--- src/rtl/srpp_pkg.sv ---
// Shared types and constants for the shared-rate packet pacer.
`timescale 1ns / 1ps
package srpp_pkg;

  localparam int unsigned QueueDepth = 128;
  localparam int unsigned QAddrW     = $clog2(QueueDepth);
  localparam int unsigned QCountW    = QAddrW + 1;
  localparam int unsigned MaxPeers   = 64;
  localparam int unsigned PeerW      = $clog2(MaxPeers);
  localparam int unsigned Prod1W     = 46;  // 16-bit length times 1e9
  localparam int unsigned DivW       = 53;  // times a 7-bit active count
  localparam int unsigned DivCntW    = $clog2(DivW + 1);

  localparam logic [29:0] NsPerSec = 30'd1000000000;
  localparam logic [9:0]  NsPerUs  = 10'd1000;

  typedef enum logic [1:0] {
    KIND_ENQ  = 2'd0,
    KIND_DEQ  = 2'd1,
    KIND_PEER = 2'd2,
    KIND_NONE = 2'd3
  } kind_e;

  typedef enum logic [2:0] {
    STS_ACCEPTED = 3'd0,
    STS_DROPPED  = 3'd1,
    STS_SENT     = 3'd2,
    STS_EMPTY    = 3'd3,
    STS_HELD     = 3'd4,
    STS_PEER     = 3'd5
  } status_e;

  typedef enum logic [1:0] {
    REG_MAX_RATE   = 2'd0,
    REG_SYNC       = 2'd1,
    REG_Q_LIMIT    = 2'd2,
    REG_WD_SLACK   = 2'd3
  } reg_e;

  typedef enum logic [3:0] {
    ST_IDLE,
    ST_READ,
    ST_SYNC,
    ST_CHECK,
    ST_MUL2,
    ST_DIV,
    ST_ADJ,
    ST_SEND,
    ST_DONE
  } state_e;

endpackage

--- src/rtl/srpp_div.sv ---
// Restoring divider, one quotient bit per cycle.
`timescale 1ns / 1ps
module srpp_div (
  input  logic                         clk_i,
  input  logic                         rst_ni,
  input  logic                         start_i,
  input  logic [srpp_pkg::DivW-1:0]    dividend_i,
  input  logic [31:0]                  divisor_i,
  output logic                         done_o,
  output logic [srpp_pkg::DivW-1:0]    quotient_o
);
  import srpp_pkg::*;

  logic [DivW-1:0]    quo_q;
  logic [32:0]        rem_q;
  logic [31:0]        dvs_q;
  logic [DivCntW-1:0] cnt_q;
  logic               busy_q, done_q;
  logic [32:0]        rem_sh;
  logic               ge;

  assign rem_sh = {rem_q[31:0], quo_q[DivW-1]};
  assign ge     = rem_sh >= {1'b0, dvs_q};

  always_ff @(posedge clk_i or negedge rst_ni) begin
    if (!rst_ni) begin
      busy_q <= 1'b0;
      done_q <= 1'b0;
      cnt_q  <= '0;
    end else begin
      done_q <= 1'b0;
      if (start_i) begin
        busy_q <= 1'b1;
        cnt_q  <= '0;
      end else if (busy_q) begin
        cnt_q <= cnt_q + 1'b1;
        if (cnt_q == DivCntW'(DivW - 1)) begin
          busy_q <= 1'b0;
          done_q <= 1'b1;
        end
      end
    end
  end

  always_ff @(posedge clk_i) begin
    if (start_i) begin
      quo_q <= dividend_i;
      rem_q <= '0;
      dvs_q <= divisor_i;
    end else if (busy_q) begin
      quo_q <= {quo_q[DivW-2:0], ge};
      rem_q <= ge ? (rem_sh - {1'b0, dvs_q}) : rem_sh;
    end
  end

  assign done_o     = done_q;
  assign quotient_o = quo_q;
endmodule
--- config.mk ---
export PLATFORM = sky130hd
export DESIGN_NAME = srpp_div
export DESIGN_NICKNAME = d
export VERILOG_FILES = /design/src/rtl/srpp_pkg.sv /design/src/rtl/srpp_div.sv
export SDC_FILE = /design/constraint.sdc
export NUM_CORES = 1
export LEC_CHECK = 0
export BUFFER_PORTS_ARGS = -buffer_cell sky130_fd_sc_hd__buf_4
export CORE_MARGIN = 1
export CORE_UTILIZATION = 45
export CTS_BUF_LIST = sky130_fd_sc_hd__clkbuf_8 sky130_fd_sc_hd__clkbuf_16
export DETAILED_ROUTE_END_ITERATION = 10
export PLACE_DENSITY_LB_ADDON = 0.15
export SETUP_SLACK_MARGIN = 0.1
export SYNTH_ARGS = -nofsm -noshare
export SYNTH_HDL_FRONTEND = slang
export SYNTH_SLANG_ARGS = --single-unit
--- constraint.sdc ---
create_clock -name clk_i -period 2.64 [get_ports clk_i]
set_input_delay 0.528 -clock clk_i [delete_from_list [all_inputs] [get_ports clk_i]]
set_output_delay 0.528 -clock clk_i [all_outputs]
set_load 0.05 [all_outputs]
== Word-level counts from Yosys, hierarchy flattened ==
Cells that the tools add are included.
Widths: inputs -> output; s select.
Operators by class
  order comparisons: 1
  reduce and logical (&&, ||, !) cells: 1
  add/subtract/negate cells: 2
  multiplexer cells: 11
  equality and inequality tests: 1
Operators with widths (count)
  $mux 53: 2
  $ge 33x32->1: 1
  $mux 32: 1
  $sub 32x32->32: 1
  $mux 6: 2
  $add 6x1->6 const B: 1
  $eq 6x6->1 const B: 1
  $mux 1: 6
  $reduce_bool 2->1: 1
Word-level totals
  output and inout port bits: 54
  bits in registers: 125
  logic and storage cells: 22
  bits of input ports: 88

== Logic depth before layout (Yosys ltp) ==
  word-level depth: 4
  mapped depth: 14
  gate-level depth less buffers: 12

== Least setup slack after synthesis ==
No wires, ideal clock.
  kind: reg-to-reg
  from: reg quo_q[52], in the netlist quotient_o[52]
  to: reg rem_q[28]
  setup time: 0.123 ns
  stages on the path, launching flop included: 13
  slack: -0.244 ns
  required time: 2.517 ns
  arrival time: 2.761 ns
  path buffers: 0
  clock period less this slack: 2.884 ns
  path through: edfxtp_1 -> inv_1 -> ha_1 -> fa_1 -> nor2b_1 -> o31ai_1 -> a21oi_1 -> a21bo_2 -> a221oi_2 -> o21ai_0 -> or4_1 -> nand4_1 -> o21ai_0
Between the ends
  longest elaborated chain between the ends: 2
Ends and longest elaborated chain
  start, declared: RTL line srpp_div.sv:14  | logic [DivW-1:0] quo_q;
  start signal, assigned: RTL line srpp_div.sv:47  | quo_q <= dividend_i;
  start signal, assigned: RTL line srpp_div.sv:51  | quo_q <= {quo_q[DivW-2:0], ge};
  $sub 32x32->32 / $ge 33x32->1 (equally long branches): RTL line srpp_div.sv:52, srpp_div.sv:23
  $mux 32 (*): RTL line srpp_div.sv:52  | rem_q <= ge ? (rem_sh - {1'b0, dvs_q}) : rem_sh;
  end signal, assigned: RTL line srpp_div.sv:52
  end, declared: RTL line srpp_div.sv:15  | logic [32:0] rem_q;
Every way passes the cells marked *; elsewhere a longest branch is shown, timed or not.
A chain may end at the register's enable or synchronous reset.

== Final worst setup path ==
  from: reg rem_q[10]
  to: reg rem_q[27]
Between the ends
  longest elaborated chain between the ends: 2
Ends and longest elaborated chain (RTL line)
  $sub 32x32->32 / $ge 33x32->1 (equally long branches): srpp_div.sv:52, srpp_div.sv:23
  $mux 32 (*): srpp_div.sv:52
Marks and branches as above.

==> flow_metrics.env <==
export IMPL_synthSimpleGateAreaFrac_pct=9.36
export IMPL_max_freq_mhz=384
export IMPL_drcViolationCount=0
export IMPL_synthAdderAreaFrac_pct=6.59
export IMPL_final_nets=936
export IMPL_clkSinkCount=125
export IMPL_final_max_slew_viol_count=0
export IMPL_wl_per_cell_um=16.6
export IMPL_p_leak_nw=4.14
export IMPL_cts_tree="yes"
export IMPL_numPortBuffers=141
export IMPL_yosys_most_used_dff="edfxtp_1"
export IMPL_htree_levels=4
export IMPL_grt_pass1_wl_um=27000
export IMPL_synth_area_per_cell_sq_um=11.1
export IMPL_setup_viol=0
export IMPL_yosysWarnings=0
export IMPL_clock_latency_ps=430
export IMPL_seq_area_frac_synth_pct=50.2
export IMPL_switchingPower_w=0.00346
export IMPL_dr_total_vias=5413
export IMPL_skew_ps=10.4
export IMPL_p_comb_share_pct=47.5
export IMPL_synth_top_family_by_area="compound AO/OA/AOI/OAI gates"
export IMPL_regToRegStartpoint="rem_q[10]"
export IMPL_cts_root_buf="clkbuf_16"
export IMPL_pin_count=142
export IMPL_hp_class="in2reg"
export IMPL_synth_area_leaders="edfxtp_1, dfxtp_1, mux2_2"
export IMPL_power_frac_seq_pct=28.5
export IMPL_dieArea_sq_um=15500
export IMPL_drtPass1Iterations=4
export IMPL_min_period_over_period_pct=98.7
export IMPL_max_cap_violations=0
export IMPL_antenna_found_initial=0
export IMPL_relSlewSlack_pct=62.0
export IMPL_fin_tns_setup_ps=0
export IMPL_ys_async_sr_fraction_pct=6.40
export IMPL_crit_required_ps=2960
export IMPL_drt_total_wl_um=16700
export IMPL_synth_largest_area_cell="edfxtp_1"
export IMPL_grt_overflow=0
export IMPL_die_w_um=125
export IMPL_synth_xor_area_share_pct=4.14
export IMPL_synth_compound_area_share_pct=14.2
export IMPL_tightest_slew_ps=569
export IMPL_syn_to_final_growth_pct=39.7
export IMPL_grt_pass1_vias=5526
export IMPL_cts_buffer_depth=2
export IMPL_start_util_pct=46.4
export IMPL_p_clk_share_pct=24.0
export IMPL_fill_cells=1146
export IMPL_path_max_fanout=4
export IMPL_endpoint_kind="register"
export IMPL_status="complete, no violations"
export IMPL_hp_start="divisor_i[26]"
export IMPL_place_congestion=0.916
export IMPL_diodes=0
export IMPL_cp_startpoint="rem_q[10]"
export IMPL_rsz0062_at_grt="true"
export IMPL_timing_hold_violations_final=0
export IMPL_row_count=44
export IMPL_hpwl_um=11800
export IMPL_first_iter_violations=283
export IMPL_muxShareOfSynthArea_pct=11.3
export IMPL_utilization_pct=64.7
export IMPL_grt_max_degree=54
export IMPL_ys_seq_elements=125
export IMPL_worst_ep_arrival_time_ps=2920
export IMPL_die_h_um=125
export IMPL_fin_crit_ps=2600
export IMPL_critPathLaunchType="register"
export IMPL_yosysUniqueCellTypes=58
export IMPL_path_clk_slew_ps=60
export IMPL_drive_gt1_share_pct=42.4
export IMPL_p_sw_share_pct=36.3
export IMPL_cts_inserted_buffers=17
export IMPL_max_vdd_ir_drop_mv=0.611
export IMPL_synth_nets=730
export IMPL_netlist_area_sq_um=6760
export IMPL_power_w=0.00954
export IMPL_syn_inst=607
export IMPL_p_per_area_nw_per_um2=1010
export IMPL_critical_path_class="reg2reg"
export IMPL_internal_power_w=0.00608
export IMPL_coreArea_sq_um=14600
export IMPL_yosysTopAreaCellShare_pct=37.7
export IMPL_antenna_left=0
export IMPL_grt_use_total_pct=21.9
export IMPL_synth_edf_count=85
export IMPL_viasPerCell=5.36
==> worst max-delay path, stage by stage (launching register included) <==
cell and delay [ps]:
dfxtp_1 420, ha_4 250, and3_4 170, a221o_1 370
a21oi_2 200, o21ai_4 110, a211o_4 370, o2bb2ai_2 140
a31oi_1 220, xor2_1 190, o21ai_1 70
==> state kept, by name (all words and copies together), names as in the netlist <==
| signal | flops |
|---|---|
| busy_q | 1 |
| cnt_q | 6 |
| quotient_o | 53 |
| dvs_q | 32 |
| done_o | 1 |
| rem_q | 32 |
==> power by group through the flow <==
stage	clock network (W)	logic, W	registers (W)
detailed placement	0	0.00368	0.00271
floorplan	0	0.00233	0.00301
CTS	0.00233	0.00411	0.00271
global route	0.00242	0.00490	0.00276
finish	0.00229	0.00453	0.00272
global placement	0	0.00362	0.00271
==> through the flow <==
stage / instances / cell area (sq um) / worst slack (ps) / hold WS (ps)
2_1_floorplan: 607 / 6800 / -183 / 232
3_3_place_gp: 961 / 8380 / -21.5 / 348
3_5_place_dp: 961 / 8380 / -49.8 / 353
4_1_cts: 1004 / 9240 / -12.9 / 259
5_1_grt: 1010 / 9450 / -126 / 256
6_report: 1010 / 9450 / 35.5 / 273
==> per-layer routing <==
metal  part of all wire (%)  global-route usage [%]
met1                     42                    25.6
met2                     49                    36.9
met3                    8.2                    8.51
met4                    1.2                    6.80
met5                      0                       0
==> repair_timing <==
item,CTS,global route
buffers inserted,8,6
endpoints found under the hold margin,8,0
endpoints found under the setup margin,33,33
cloned,2,0
pin swaps,17,24
hold buffers,1,0
resized for setup,33,48
==> cells in the mapped netlist (all sizes together) (4+ instances only) <==
cell	count
a21oi	41
xnor2	15
clkbuf	13
nor2	36
mux2i	17
a21o	16
o21ai	34
buf	13
and2	6
dfxtp	32
a22o	4
o21bai	4
inv	40
edfxtp	85
nor2b	5
nor3	9
and3	6
ha	34
nand2b	8
mux2	53
nand2	47
nand3	4
a31oi	4
nand4	10
a211oi	11
o211ai	4
xor2	17
dfrtp	8
==> cells by family (layout without fill, tap and decap cells) <==
kind of cell             after synthesis  in the layout
AO/OA/AOI/OAI                        143            143
AND/OR/NAND/NOR                      136            136
flip-flops                           125            125
multiplexers                          70             70
buffers and inverters                 66            285
adder cells (fa/ha/maj)               35             35
XOR/XNOR                              32             32
==> cell usage in the layout, fill, tap and decap left out, types with 5 or more instances in the layout <==
| cell type | count |
|---|---|
| and3_1 | 5 |
| ha_4 | 8 |
| ha_1 | 25 |
| xor2_1 | 16 |
| edfxtp_1 | 85 |
| a21o_1 | 16 |
| nand2_1 | 45 |
| mux2i_1 | 15 |
| mux2_2 | 53 |
| nand4_1 | 10 |
| a21oi_2 | 6 |
| and2_1 | 6 |
| nand2b_1 | 7 |
| o21ai_1 | 16 |
| a21oi_1 | 33 |
| buf_4 | 197 |
| inv_1 | 34 |
| dfxtp_1 | 32 |
| buf_6 | 9 |
| dfrtp_1 | 8 |
| clkbuf_16 | 17 |
| nor2_1 | 35 |
| a211oi_1 | 9 |
| o21ai_0 | 13 |
| xnor2_1 | 15 |
| inv_2 | 7 |
| nor3_1 | 7 |
==> final timing paths <==
path                        endpoint  slack, ps  cells past startpoint
setup / recovery           rem_q[27]         40                     10
max in group asynchronous     busy_q       2050                      2
min in group asynchronous   cnt_q[5]        460                      2
hold / removal             dvs_q[26]        270                      1
setup reg to reg           rem_q[27]         40                     10
hold reg to reg            rem_q[20]        470                      2
==> final cells by class <==
class / count / area [sq um] / area share (%)
multi-input cells: 416 / 3400 / 36.0
flip-flops and latches: 125 / 3390 / 35.9
repair buffers: 213 / 1700 / 18.0
clock buffers: 17 / 425 / 4.50
well taps: 184 / 230 / 2.44
inverters: 40 / 150 / 1.59
clock inverters: 15 / 146 / 1.55
Note: power is estimated with default switching activity, not from simulation.
